## config.mk

```make
export PLATFORM = sky130hd
export DESIGN_NAME = scpf_div
export DESIGN_NICKNAME = d
export VERILOG_FILES = /design/src/hdl/sphere_contact_penalty_force_assert.svh /design/src/hdl/scpf_pkg.sv /design/src/hdl/scpf_div.sv
export SDC_FILE = /design/constraint.sdc
export NUM_CORES = 2
export LEC_CHECK = 0
export BUFFER_PORTS_ARGS = -buffer_cell sky130_fd_sc_hd__buf_2
export CORE_MARGIN = 2
export CORE_UTILIZATION = 45
export CTS_CLUSTER_DIAMETER = 50
export DETAILED_ROUTE_END_ITERATION = 7
export GPL_TIMING_DRIVEN = 0
export RECOVER_POWER = 25
export SLEW_MARGIN = 40
export SYNTH_ARGS = -nofsm -noshare
export SYNTH_HDL_FRONTEND = slang
export SYNTH_SLANG_ARGS = --single-unit
```

## constraint.sdc

```tcl
create_clock -name clk -period 7.21 [get_ports clk]
set_input_delay 1.442 -clock clk [delete_from_list [all_inputs] [get_ports clk]]
set_output_delay 1.442 -clock clk [all_outputs]
set_load 0.01 [all_outputs]
```

## src/hdl/sphere_contact_penalty_force_assert.svh

```systemverilog
// Assertion macros for the sphere contact penalty force unit.
`ifndef SPHERE_CONTACT_PENALTY_FORCE_ASSERT_SVH
`define SPHERE_CONTACT_PENALTY_FORCE_ASSERT_SVH
`ifndef SYNTHESIS
`define SCPF_ASSERT_IMPLY(lbl, pre, post) \
    lbl: assert property (@(posedge clk) disable iff (!rst_n) (pre) |-> (post)) \
        else $error("scpf: same-cycle check failed");
`define SCPF_ASSERT_NEXT(lbl, pre, post) \
    lbl: assert property (@(posedge clk) disable iff (!rst_n) (pre) |=> (post)) \
        else $error("scpf: next-cycle check failed");
`else
`define SCPF_ASSERT_IMPLY(lbl, pre, post)
`define SCPF_ASSERT_NEXT(lbl, pre, post)
`endif
`endif

```

## src/hdl/scpf_pkg.sv

```systemverilog
// Shared constants, types and fixed-point helpers of the contact unit.
package scpf_pkg;

    localparam int SQRT_STAGES = 32;
    localparam int DIV_STAGES = 32;
    localparam logic [15:0] STIFFNESS_RESET = 16'd400;

    typedef logic signed [31:0] q32_t;
    typedef logic signed [32:0] dif_t;
    typedef logic signed [18:0] nrm_t;
    typedef logic signed [51:0] prod_t;

    // Data that rides beside the square root.
    typedef struct packed {
        logic          mode;
        logic          hit;
        logic [30:0]   ar;
        logic [30:0]   br;
        logic [31:0]   sum;
        q32_t [2:0]    a;
        q32_t [2:0]    b;
        nrm_t [2:0]    n;
        dif_t [2:0]    d;
        q32_t          dis;
    } side_t;

    // Data that rides beside the dividers.
    typedef struct packed {
        logic          mode;
        logic          hit;
        q32_t [2:0]    b;
        logic [2:0]    dneg;
        logic          coef_neg;
        logic          dist_zero;
        prod_t [2:0]   pd;
        q32_t [2:0]    ct_pl;
    } mid_t;

    function automatic q32_t sat32(input logic signed [63:0] x);
        q32_t r;
        if (x > 64'sd2147483647)
            r = 32'sh7FFFFFFF;
        else if (x < 64'shFFFFFFFF80000000)
            r = 32'sh80000000;
        else
            r = x[31:0];
        return r;
    endfunction

    // Division by 2^16 that truncates toward zero.
    function automatic logic signed [63:0] trunc_q16(input logic signed [63:0] x);
        logic signed [63:0] adj;
        adj = x + (x[63] ? 64'sd65535 : 64'sd0);
        return adj >>> 16;
    endfunction

endpackage

```

## src/hdl/scpf_div.sv

```systemverilog
// Pipelined restoring divider, one quotient bit per stage; the quotient must fit 32 bits.
module scpf_div (
    input  logic        clk,
    input  logic        en,
    input  logic [63:0] num,
    input  logic [31:0] den,
    output logic [31:0] quo
);
    import scpf_pkg::*;

    logic [31:0] rem_reg  [DIV_STAGES];
    logic [31:0] rest_reg [DIV_STAGES];
    logic [31:0] den_reg  [DIV_STAGES];
    logic [31:0] q_reg    [DIV_STAGES];
    logic [31:0] rem_next  [DIV_STAGES];
    logic [31:0] rest_next [DIV_STAGES];
    logic [31:0] den_next  [DIV_STAGES];
    logic [31:0] q_next    [DIV_STAGES];

    always_comb
    begin
        logic [31:0] src_rem;
        logic [31:0] src_rest;
        logic [31:0] src_den;
        logic [31:0] src_q;
        logic [32:0] t;
        for (int k = 0; k < DIV_STAGES; k++)
        begin
            if (k == 0)
            begin
                src_rem  = num[63:32];
                src_rest = num[31:0];
                src_den  = den;
                src_q    = '0;
            end
            else
            begin
                src_rem  = rem_reg[k-1];
                src_rest = rest_reg[k-1];
                src_den  = den_reg[k-1];
                src_q    = q_reg[k-1];
            end
            t = {src_rem, src_rest[31]};
            if (t >= {1'b0, src_den})
            begin
                rem_next[k] = 32'(t - {1'b0, src_den});
                q_next[k]   = {src_q[30:0], 1'b1};
            end
            else
            begin
                rem_next[k] = t[31:0];
                q_next[k]   = {src_q[30:0], 1'b0};
            end
            rest_next[k] = {src_rest[30:0], 1'b0};
            den_next[k]  = src_den;
        end
    end

    always_ff @(posedge clk)
    begin
        if (en)
        begin
            for (int k = 0; k < DIV_STAGES; k++)
            begin
                rem_reg[k]  <= rem_next[k];
                rest_reg[k] <= rest_next[k];
                den_reg[k]  <= den_next[k];
                q_reg[k]    <= q_next[k];
            end
        end
    end

    assign quo = q_reg[DIV_STAGES-1];

endmodule

```

### After elaboration in Yosys (flattened, before gate mapping)

Memory sizes are Yosys's and may differ from the RTL's.
Index checks and enable logic that the tools add are counted.

* register bits: 0
* memory bits (writable): 4064
* input bits: 98
* output and inout bits: 32
* memories: 4

* add/sub/neg operators: 32
* order comparisons: 32
* muxes and demuxes: 66

Memories
* den_reg: words 32, width 32, rd ports 31, clocked after memory_dff 0, wr ports 32, line scpf_div.sv:13 `logic [31:0] den_reg [DIV_STAGES];`
* q_reg: words 32, width 32, rd ports 32, clocked after memory_dff 0, wr ports 32, line scpf_div.sv:14 `logic [31:0] q_reg [DIV_STAGES];`
* rem_reg: words 32, width 32, rd ports 31, clocked after memory_dff 0, wr ports 32, line scpf_div.sv:11 `logic [31:0] rem_reg [DIV_STAGES];`
* rest_reg: words 32, width 31, rd ports 31, clocked after memory_dff 0, wr ports 32, line scpf_div.sv:12 `logic [31:0] rest_reg [DIV_STAGES];`

Operators with widths (count)
* greater-or-equal comparator 33 x 32 -> 1 bit: 32
* 2-to-1 mux 32 bit: 32
* subtractor 32 bit: 32
* 2-to-1 mux 1 bit: 34

### Depth between registers and ports, before layout

An unclocked memory read counts as a cell.

* depth after elaboration: 3
* gate-level depth with buffers: 16
* depth with buffers taken out: 14

### Worst setup path before layout

OpenSTA, ideal clock, no wires.

* path type: input to register
* from: input port den[22]
* to: memory rem_reg[0][26] (data pin)
* library setup time: 268 ps
* arrival time: 3790 ps
* data required time: 6942 ps
* path slack: 3152 ps
* stages: 14
* path buffers: 3
* path through: inv_1 ha_1 clkbuf_1 a211oi_1 o21ai_0 a41oi_1 nor2_1 a211oi_1 nor2_1 o221ai_1 a31o_2 clkbuf_1 clkbuf_1 o21ai_0

RTL lines
* start, declared: line scpf_div.sv:6 `input logic [31:0] den,`
* end, declared: line scpf_div.sv:11

==> metrics.yaml <==
post_cts_buffers: 0
fin_nets: 14600
netlist_area_mm2: 0.155
grt_first_pass_wirelength_um: 591000
max_freq_ghz: 0.198
synth_nets: 14000
wl_um: 390000
cts_buffers: 378
synth.most_common_cell: "edfxtp_1"
coreArea_mm2: 0.343
yosysWarnings: 0
grt_pass1_vias: 98400
crit_path_max_fanout: 10
wl_per_cell_um: 21.3
cts_buffer_depth: 4
finalSetupTns_ps: 0
whs_endpoint: "q_reg[1][234]"
first_iter_violations: 7600
place_hpwl_um: 297000
start_util_pct: 45.2
rrSetupSlack_ps: 2160
min_period_ps: 5050
syn_to_final_growth_pct: 12.8
cp_data_arrival_time_ps: 5720
grt_max_degree: 121
yosysTopAreaCell: "edfxtp_1"
routed.top_layer: "met4"
die_area_mm2: 0.350
drv_slew: 0
syn_inst: 12900
reg2reg_from: "den_reg[0][322]"
power_density_mw_per_mm2: 471
final_layout_size_suffix_gt1_share_pct: 9.35
antenna_found_initial: 5
worstSkewPairLatency_ps: 950
met3WireLength_um: 14200
routabilityCongestion: 0.898
setup_viol: 0
hold_depth: 0
startpoint_type: "flip-flop"
cts_hold_buf: 0
hold_viol: 0
cts_tree: "built"
p_leak_nw: 70.2
clock-sinks: 3008
cpMaxStageDelayCell: "o21ai_0"
drc: 0
crit_type: "reg2reg"
via_count: 100000
syn_area_per_cell_um2: 12.0
peakVddDrop_mv: 0.230
synth-edff-count: 3008
synth_ff_type: "edfxtp_1"
wl_met2_um: 187000
post_cts_resized: 0
fin_skew_ps: 47.8
top_level_ports: 130
synth_cell_types: 94
yosysTopAreaCellShare_pct: 58.2
ant_nets: 0
synth_commonest_cells: "edfxtp_1, inv_1, ha_1, a21oi_1, nand2_1"
cp_slowest_stage_delay_ps: 680
drv_cap: 0
dieWidth_um: 591
met1Wirelength_um: 176000
netlist_top_cells_area: "edfxtp_1, ha_1, a21oi_1"
overflow: 0
clkTransAtPathRegs_ps: 60
fin_crit_sh_pct: 70.0
ys_seq_area_share_pct: 58.2
rr_endpoint: "rem_reg[0][376]"
cts-root-buf: "clkbuf_16"
htree_levels: 5
holdCritPathClass: "reg2reg"
crit_path_cell_trace: "inv_1, ha_1, o21a_1, o31a_1, nor3_1, o31ai_1, a221o_1, a221oi_1, o21ai_0, a21oi_1, o31ai_4, buf_2, mux2_2"
rows: 215
worstPathRequired_ps: 7880
die-height_um: 591
worst_setup_path_end_kind: "flip-flop"
relSlewSlack_pct: 39.0
max_slew.worst_pin.slew_ps: 906
grt_setup_unrepaired: "no"
async_flop_share_pct: 0
drt-vias-per-instance: 5.47
first_pass_iters: 5
final_util_pct: 51.0
ys_ff_latch: 3008
rr_worst_depth: 13
status: "finished, final reports clean"
min_from: "q_reg[1][201]"
port-buffer-count: 129
grtUsageTotal_pct: 21.8
cell usage in the layout, fill, tap and decap left out, types with 33 or more instances in the layout:
cell type	n
and2_1	61
o21ai_0	809
clkinv_1	59
nand4_1	141
a21oi_1	959
clkinv_2	33
o21ai_1	46
edfxtp_1	3008
or3_1	43
buf_2	178
a21boi_0	39
nor4_1	41
clkbuf_1	289
o21a_1	141
bufinv_16	37
o31ai_1	74
nand3_1	218
a31oi_1	138
xor2_1	336
and3_1	117
nand2_1	894
a211oi_1	64
o21bai_1	122
inv_1	1264
xnor2_1	503
nor3_1	128
ha_1	1024
inv_6	37
clkbuf_16	384
nand2b_1	154
nor2_1	613
a21o_1	532
mux2_2	372
nor2b_1	159
cell families (layout without fill, tap and decap cells):
group	count (synthesis)	count (layout)	share of synthesized area, %
AOI/OAI and AO/OA	3308	3308	13.3
other	0	2	0
muxes	412	412	2.96
DFF	3008	3008	58.2
xor gates and xnor gates	839	839	4.73
and+or+nand+nor	2688	2688	8.22
buffers and inverters	1577	2434	3.88
adders and majority gates	1055	1055	8.65
layout make-up:
type | instances | area [µm²]
clock buffer | 440 | 9820
multi-input combinational | 8302 | 58900
tap | 4557 | 5700
timing repair buffer | 161 | 1480
inverter | 1266 | 4750
buffer | 311 | 1280
fill | 30000 | 168000
clock inverter | 256 | 2800
antenna | 2 | 5.00
sequential | 3008 | 90300
critical path, delay by kind of cell (launching register included):
kind / cells / cell delay, ps
adders and majority gates: 1 / 370
DFF: 1 / 450
muxes: 1 / 420
and+or+nand+nor: 1 / 70
buffers and inverters: 2 / 520
AOI/OAI and AO/OA: 8 / 2930
how the worst max path moves through the flow:
| stage | start | end | slack [ps] | cells after the start |
|---|---|---|---|---|
| 3_3_place_gp | en | q_reg[1][357] | -41870 | 1 |
| 3_5_place_dp | en | rest_reg[0][298] | 1370 | 9 |
| 2_1_floorplan | den[22] | rem_reg[0][26] | 3150 | 14 |
| 4_1_cts | den_reg[1][428] | rem_reg[1][478] | 2120 | 14 |
| 6_report | den_reg[0][322] | rem_reg[0][376] | 2160 | 13 |
| 5_1_grt | den_reg[1][206] | rem_reg[1][254] | 1830 | 16 |
per-stage QoR:
step                power, W  worst slack, ps  hold slack [ps]  instance area (µm²)  instances
global placement      0.0648           -41870              400               162000      17600
global route          0.0878             1830              393               175000      18300
floorplan             0.0526             3150              400               155000      12900
detailed placement    0.0635             1370              405               162000      17600
CTS                   0.0829             2120              389               175000      18300
finish                0.0824             2160              398               175000      18300
power breakdown:
group | internal, W | total [W] | switching (W)
Combinational | 0.0146 | 0.0356 | 0.0210
Sequential | 0.0253 | 0.0280 | 0.00271
Clock | 0.0112 | 0.0188 | 0.00754
metal layers:
metal	GRT usage, %	vias up
li1	-	48700
met1	29.5	48600
met2	36.9	2149
met3	2.22	611
met4	7.11	0
met5	0	-
Note: power is estimated with default switching activity, not from simulation.
