<file path="config.mk">
export PLATFORM = sky130hd
export DESIGN_NAME = scpf_isqrt
export DESIGN_NICKNAME = d
export VERILOG_FILES = /design/src/hdl/sphere_contact_penalty_force_assert.svh /design/src/hdl/scpf_pkg.sv /design/src/hdl/scpf_isqrt.sv
export SDC_FILE = /design/constraint.sdc
export NUM_CORES = 2
export LEC_CHECK = 0
export BUFFER_PORTS_ARGS = -buffer_cell sky130_fd_sc_hd__buf_2
export CAP_MARGIN = 10
export CORE_ASPECT_RATIO = 0.5
export CORE_UTILIZATION = 50
export CTS_BUF_LIST = sky130_fd_sc_hd__clkbuf_8
export DETAILED_ROUTE_END_ITERATION = 10
export PLACE_DENSITY = 0.73
export RECOVER_POWER = 100
export SYNTH_ARGS = -nofsm -noshare
export SYNTH_HDL_FRONTEND = slang
export SYNTH_MEMORY_MAX_BITS = 65536
export SYNTH_SLANG_ARGS = --single-unit
</file>
<file path="constraint.sdc">
create_clock -name clk -period 4.56 [get_ports clk]
set_clock_uncertainty 0.05 [all_clocks]
set_input_delay 0.912 -clock clk [delete_from_list [all_inputs] [get_ports clk]]
set_output_delay 0.912 -clock clk [all_outputs]
set_load 0.01 [all_outputs]
</file>
<file path="src/hdl/sphere_contact_penalty_force_assert.svh">
// Assertion macros for the sphere contact penalty force unit.
`ifndef SPHERE_CONTACT_PENALTY_FORCE_ASSERT_SVH
`define SPHERE_CONTACT_PENALTY_FORCE_ASSERT_SVH
`ifndef SYNTHESIS
`define SCPF_ASSERT_IMPLY(lbl, pre, post) \
    lbl: assert property (@(posedge clk) disable iff (!rst_n) (pre) |-> (post)) \
        else $error("scpf: same-cycle check failed");
`define SCPF_ASSERT_NEXT(lbl, pre, post) \
    lbl: assert property (@(posedge clk) disable iff (!rst_n) (pre) |=> (post)) \
        else $error("scpf: next-cycle check failed");
`else
`define SCPF_ASSERT_IMPLY(lbl, pre, post)
`define SCPF_ASSERT_NEXT(lbl, pre, post)
`endif
`endif

</file>
<file path="src/hdl/scpf_pkg.sv">
// Shared constants, types and fixed-point helpers of the contact unit.
package scpf_pkg;

    localparam int SQRT_STAGES = 32;
    localparam int DIV_STAGES = 32;
    localparam logic [15:0] STIFFNESS_RESET = 16'd400;

    typedef logic signed [31:0] q32_t;
    typedef logic signed [32:0] dif_t;
    typedef logic signed [18:0] nrm_t;
    typedef logic signed [51:0] prod_t;

    // Data that rides beside the square root.
    typedef struct packed {
        logic          mode;
        logic          hit;
        logic [30:0]   ar;
        logic [30:0]   br;
        logic [31:0]   sum;
        q32_t [2:0]    a;
        q32_t [2:0]    b;
        nrm_t [2:0]    n;
        dif_t [2:0]    d;
        q32_t          dis;
    } side_t;

    // Data that rides beside the dividers.
    typedef struct packed {
        logic          mode;
        logic          hit;
        q32_t [2:0]    b;
        logic [2:0]    dneg;
        logic          coef_neg;
        logic          dist_zero;
        prod_t [2:0]   pd;
        q32_t [2:0]    ct_pl;
    } mid_t;

    function automatic q32_t sat32(input logic signed [63:0] x);
        q32_t r;
        if (x > 64'sd2147483647)
            r = 32'sh7FFFFFFF;
        else if (x < 64'shFFFFFFFF80000000)
            r = 32'sh80000000;
        else
            r = x[31:0];
        return r;
    endfunction

    // Division by 2^16 that truncates toward zero.
    function automatic logic signed [63:0] trunc_q16(input logic signed [63:0] x);
        logic signed [63:0] adj;
        adj = x + (x[63] ? 64'sd65535 : 64'sd0);
        return adj >>> 16;
    endfunction

endpackage

</file>
<file path="src/hdl/scpf_isqrt.sv">
// Pipelined integer square root, two radicand bits per stage.
module scpf_isqrt (
    input  logic        clk,
    input  logic        en,
    input  logic [63:0] rad,
    output logic [31:0] root
);
    import scpf_pkg::*;

    logic [33:0] rem_reg  [SQRT_STAGES];
    logic [31:0] root_reg [SQRT_STAGES];
    logic [63:0] rest_reg [SQRT_STAGES];
    logic [33:0] rem_next  [SQRT_STAGES];
    logic [31:0] root_next [SQRT_STAGES];
    logic [63:0] rest_next [SQRT_STAGES];

    always_comb
    begin
        logic [33:0] src_rem;
        logic [31:0] src_root;
        logic [63:0] src_rest;
        logic [35:0] t;
        logic [35:0] trial;
        for (int k = 0; k < SQRT_STAGES; k++)
        begin
            if (k == 0)
            begin
                src_rem  = '0;
                src_root = '0;
                src_rest = rad;
            end
            else
            begin
                src_rem  = rem_reg[k-1];
                src_root = root_reg[k-1];
                src_rest = rest_reg[k-1];
            end
            t     = {src_rem, src_rest[63:62]};
            trial = {2'b00, src_root, 2'b01};
            if (t >= trial)
            begin
                rem_next[k]  = 34'(t - trial);
                root_next[k] = {src_root[30:0], 1'b1};
            end
            else
            begin
                rem_next[k]  = t[33:0];
                root_next[k] = {src_root[30:0], 1'b0};
            end
            rest_next[k] = {src_rest[61:0], 2'b00};
        end
    end

    always_ff @(posedge clk)
    begin
        if (en)
        begin
            for (int k = 0; k < SQRT_STAGES; k++)
            begin
                rem_reg[k]  <= rem_next[k];
                root_reg[k] <= root_next[k];
                rest_reg[k] <= rest_next[k];
            end
        end
    end

    assign root = root_reg[SQRT_STAGES-1];

endmodule

</file>
# --- Word level (Yosys, flattened, before mapping) ---
# Memories as Yosys holds them, arrays and structs flattened.
# Index checks and enable logic that the tools add are counted.
totals:
  register_bits: 0
  ram_bits: 4096
  in_bits: 66
  wordCells: 133
  memories: 3
memory_table:
  columns: ["name", "words", "width", "rd", "rd_clocked_by_memory_dff", "write_ports", "line_no", "text"]
  rows:
  - ["rest_reg", 32, 62, 31, 0, 32, "scpf_isqrt.sv:12", "logic [63:0] rest_reg [SQRT_STAGES];"]
  - ["rem_reg", 32, 34, 31, 0, 32, "scpf_isqrt.sv:10", "logic [33:0] rem_reg [SQRT_STAGES];"]
  - ["root_reg", 32, 32, 32, 0, 32, "scpf_isqrt.sv:11", "logic [31:0] root_reg [SQRT_STAGES];"]
classes:
  addsub: 32
  n_lt_le_gt_ge: 32
  mux: 66
ops:
  columns: ["cell", "count"]
  rows:
  - ["$ge 36x34->1", 31]
  - ["$mux 34", 32]
  - ["$sub 34x34->34", 31]
  - ["$mux 1", 34]
  - ["$sub 2x1->3 const B", 1]
  - ["$ge 2x1->1 const B", 1]

# --- Longest topological paths before layout ---
# An unclocked memory read counts as a cell.
depth:
  word_depth: 3
  mapped_depth: 14
  depth_no_buf: 12

# --- Worst setup path after synthesis ---
# OpenSTA, ideal clock, no wires.
synth_timing:
  kind: "reg-to-reg"
  start: "memory rem_reg[4][3] (netlist: rem_reg[0][139])"
  end: "memory rem_reg[5][22] (netlist: rem_reg[0][192]) (data pin)"
  t_arrival_ns: 3.033
  t_required_ns: 4.244
  path_slack_ns: 1.211
  path_stages_with_launch: 11
  period_less_slack_ns: 3.349
  path_cell_list: "edfxtp_1 > ha_1 > a21o_1 > a211o_1 > a21oi_1 > or3b_2 > or4_1 > or4_1 > clkbuf_1 > nor3_1 > xor2_1"
synth_lines:
  columns: ["item", "line_no"]
  rows:
  - ["from (decl)", "scpf_isqrt.sv:10"]

==> flow_summary.yaml <==
route:
  vias_per_cell: 5.380
  drtPass1Iterations: 5
  drt_iter0_drc: 4312
  detail_route.wl_per_cell_microns: 16.62
  via_count: 70040
  drt_wl_total_microns: 216400
  drt_drc_violations_left: 0
  drtAntennaViolNets: 0
sta:
  max_clock_freq_ghz: 0.2456
  timing.max_slew.rel_slack: -1.142
  setup_viol: 0
  finalHoldViolations: 0
  final_max_slew_viol_count: 150
  finalWorstPathRequiredPeriod_ns: 4.072
  timing.final.crit_share: 0.8930
  fin_setup_tns_ns: 0
  timing_worst_slew_pin_value_ns: 3.214
  grt_setup_unrepaired: "no"
clock_tree:
  postCtsResizedCells: 0
  cts_root_buffer: "sky130_fd_sc_hd__clkbuf_8"
  cts_buffer_count: 365
  cts_tree: "done"
  clk-insertion-delay-late_ns: 1.00
  cts.htree.levels: 5
  cts.reportedPaths.clkPinSlew_ns: 0.06
  post-cts-setup-buffer-count: 0
  clkSinkCount: 2523
  cts-root-to-sink-buffers: 4
status:
  failed_checks: "capacitance limit, slew limit"
  run_status: "complete, but fails checks"
synth:
  synth_edf_count: 2523
  synth_area_per_cell_sq_um: 12.89
  synth_fp_nets: 9774
  synthDistinctLibCells: 91
  number_of_warnings_issued_by_yosys: 0
  synth-async-reset-ratio: 0
  synth-main-ff-cell: "sky130_fd_sc_hd__edfxtp_1"
  synth_cells: 9146
  yosys_register_bits: 2523
  part_of_the_yosys_area_used_for_sequential_elements: 0.6429
  synth_area_sq_um: 117800
cells_and_area:
  layout-drive-gt1-share: 0.07240
  final_net_count: 10250
  register_area_sq_um: 75760
  layout_commonest_cell: "sky130_fd_sc_hd__edfxtp_1"
  most-common-layout-cells: "sky130_fd_sc_hd__edfxtp_1 (2523), sky130_fd_sc_hd__inv_1 (801), sky130_fd_sc_hd__nand2_1 (674)"
  multiInputGateArea_sq_um: 38770
  filler_cell_count: 18850
  max_reg_flops: 1003
  area_growth_syn_to_layout_pct: 9.824
  post_layout_instance_area_sq_um: 129400
worst_setup_path:
  critical_path.cell_chain: "clkbuf_2 > buf_12 > buf_2"
  reg2reg_depth: 10
  timing.reg2reg.setup_slack_ns: 0.49
  critical_path.slowest_cell: "sky130_fd_sc_hd__clkbuf_2"
  path_class: "in -> reg"
  critical_path_cell_count: 3
  max_stage_delay_ns: 2.14
  crit_buf_inv: 3
  timing.critical_path.required_ns: 5.05
  worstPathMaxFanout: 81
  crit_arrival_ns: 4.57
  timing.critical_path.to_type: "register"
  timing.critical_path.max_delay_family: "buffers and inverters"
  setup.worst_path.start_class: "input port"
power_and_ir_drop:
  leakage_nw: 49.48
  power.density_cell_area_nw_per_um2: 467.8
  finalPower_mw: 60.54
  vdd_drop_max_mv: 0.3273
die:
  design.portCount: 98
  core-area_sq_um: 233200
  floorplan.die.width_microns: 688.6
  die_h_microns: 345.3
  initial_core_util: 0.5054
  die-area_sq_um: 237800
  row_count: 125
global_routing:
  global_route.usage.total: 0.1789
  grt_first_pass_wirelength_microns: 348100
  grt_pass1_vias: 70410
  grt-ovfl-total: 0
  antenna_violations_before_repair: 3
  maximum_number_of_pins_on_one_net_before_global_route_repair: 143
placed_design:
  finalWeightedCongestion: 0.9207
  post_dp_cell_area_sq_um: 122800
  numPortBuffers: 97
  hpwl_microns: 152700
min_path:
  timing.hold.worst_path_depth: 2
  worst_hold_path_type: "in -> reg"
job:
  max-cap-violations: 3
## worst reg2reg max path, stage by stage, from the launching register on
cell and delay [ns]:
sky130_fd_sc_hd__edfxtp_1 0.36, sky130_fd_sc_hd__inv_1 0.06, sky130_fd_sc_hd__ha_1 0.33, sky130_fd_sc_hd__nor2b_1 0.15, sky130_fd_sc_hd__o21ai_0 0.24, sky130_fd_sc_hd__a21oi_1 0.13, sky130_fd_sc_hd__a211oi_1 0.49, sky130_fd_sc_hd__o21ai_0 0.37
sky130_fd_sc_hd__a211oi_1 0.45, sky130_fd_sc_hd__clkbuf_1 0.89, sky130_fd_sc_hd__o21ai_0 0.26
## per-layer routing
| metal | share of wire | global-route usage | vias to the layer above | wire length, microns |
|---|---|---|---|---|
| li1 | - | - | 34880 | - |
| met1 | 0.40 | 0.1971 | 33000 | 85600 |
| met5 | 0.000055 | 0 | - | 12 |
| met2 | 0.51 | 0.3264 | 1492 | 109900 |
| met4 | 0.059 | 0.1023 | 2 | 12710 |
| met3 | 0.037 | 0.02945 | 665 | 8108 |
## through the flow
step | util | hold WS (ns) | instances | setup WS [ns]
global route | 0.5550 | 0.06561 | 13020 | 0.1610
detailed placement | 0.5267 | 0.3545 | 12300 | 0.6185
global placement | 0.5267 | 0.3502 | 12300 | 0.7253
finish | 0.5550 | 0.1435 | 13020 | 0.4878
floorplan | - | 0.3503 | 9146 | 1.211
CTS | 0.5576 | 0.01110 | 13010 | 0.6038
## cell families (layout without fill, tap and decap cells)
family                   Yosys count  in the layout  share of synthesized area
AO/OA/AOI/OAI                   1867           1867                    0.09871
AND/OR/NAND/NOR                 2392           2392                     0.1000
buffers and inverters            875           1632                    0.02808
multiplexers                      84             84                   0.008037
adder cells (fa/ha/maj)          562            562                    0.05967
other                              1              4                 0.00003182
XOR/XNOR                         842            842                    0.06258
flip-flops                      2523           2523                     0.6429
## cell usage after synthesis (40+ instances only)
library cell	instances	area (sq um)
sky130_fd_sc_hd__nor4_1	107	669.4
sky130_fd_sc_hd__a211oi_1	54	405.4
sky130_fd_sc_hd__a21o_1	250	1877
sky130_fd_sc_hd__clkbuf_1	144	540.5
sky130_fd_sc_hd__o21bai_1	46	345.3
sky130_fd_sc_hd__nand2b_1	117	732.0
sky130_fd_sc_hd__nand4_1	105	656.9
sky130_fd_sc_hd__or4_1	59	442.9
sky130_fd_sc_hd__nand2_1	673	2526
sky130_fd_sc_hd__and3_1	44	275.3
sky130_fd_sc_hd__nor3_1	232	1161
sky130_fd_sc_hd__edfxtp_1	2523	75760
sky130_fd_sc_hd__inv_1	707	2654
sky130_fd_sc_hd__nor2_1	553	2076
sky130_fd_sc_hd__ha_1	562	7032
sky130_fd_sc_hd__a31oi_1	50	312.8
sky130_fd_sc_hd__nand3_1	148	740.7
sky130_fd_sc_hd__or3_1	79	494.2
sky130_fd_sc_hd__o21ai_0	501	2507
sky130_fd_sc_hd__o21a_1	108	810.8
sky130_fd_sc_hd__nor2b_1	86	538.0
sky130_fd_sc_hd__a21oi_1	537	2688
sky130_fd_sc_hd__or2_2	48	300.3
sky130_fd_sc_hd__xor2_1	423	3705
sky130_fd_sc_hd__o31ai_1	68	510.5
sky130_fd_sc_hd__mux2_2	69	777.0
sky130_fd_sc_hd__xnor2_1	419	3670
sky130_fd_sc_hd__o211ai_1	40	300.3
## area by class of cell
type                    instances  area share
well taps                    3111     0.03008
repair buffers                275     0.01357
clock buffers                 371     0.03945
clock inverters               277     0.01135
inverters                     709     0.02056
flip-flops and latches       2523      0.5854
diodes                          3  0.00005800
multi-input cells            5748      0.2996
## power breakdown
part / internal, mW / switching (mW) / total (mW) / leakage (nW)
registers: 29.3 / 1.62 / 30.9 / 24.3
logic: 5.50 / 7.41 / 12.9 / 21.5
clock network: 8.12 / 8.63 / 16.7 / 3.72
## final timing paths
check | to | startpoint
min reg2reg | rest_reg[0][736]$_DFFE_PP_ | rest_reg[0][672]$_DFFE_PP_
min | root_reg[0][0]$_DFFE_PP_ | rad[63]
max reg2reg | rem_reg[0][410]$_DFFE_PP_ | root_reg[0][352]$_DFFE_PP_
max | root_reg[1][482]$_DFFE_PP_ | en
## repair_timing
action | 4_1_cts | 5_1_grt
hold buffers | 62 | 0
hold endpoints to repair | 62 | 0
endpoints found under the setup margin | 0 | 0
(Power assumes the default switching activity.)
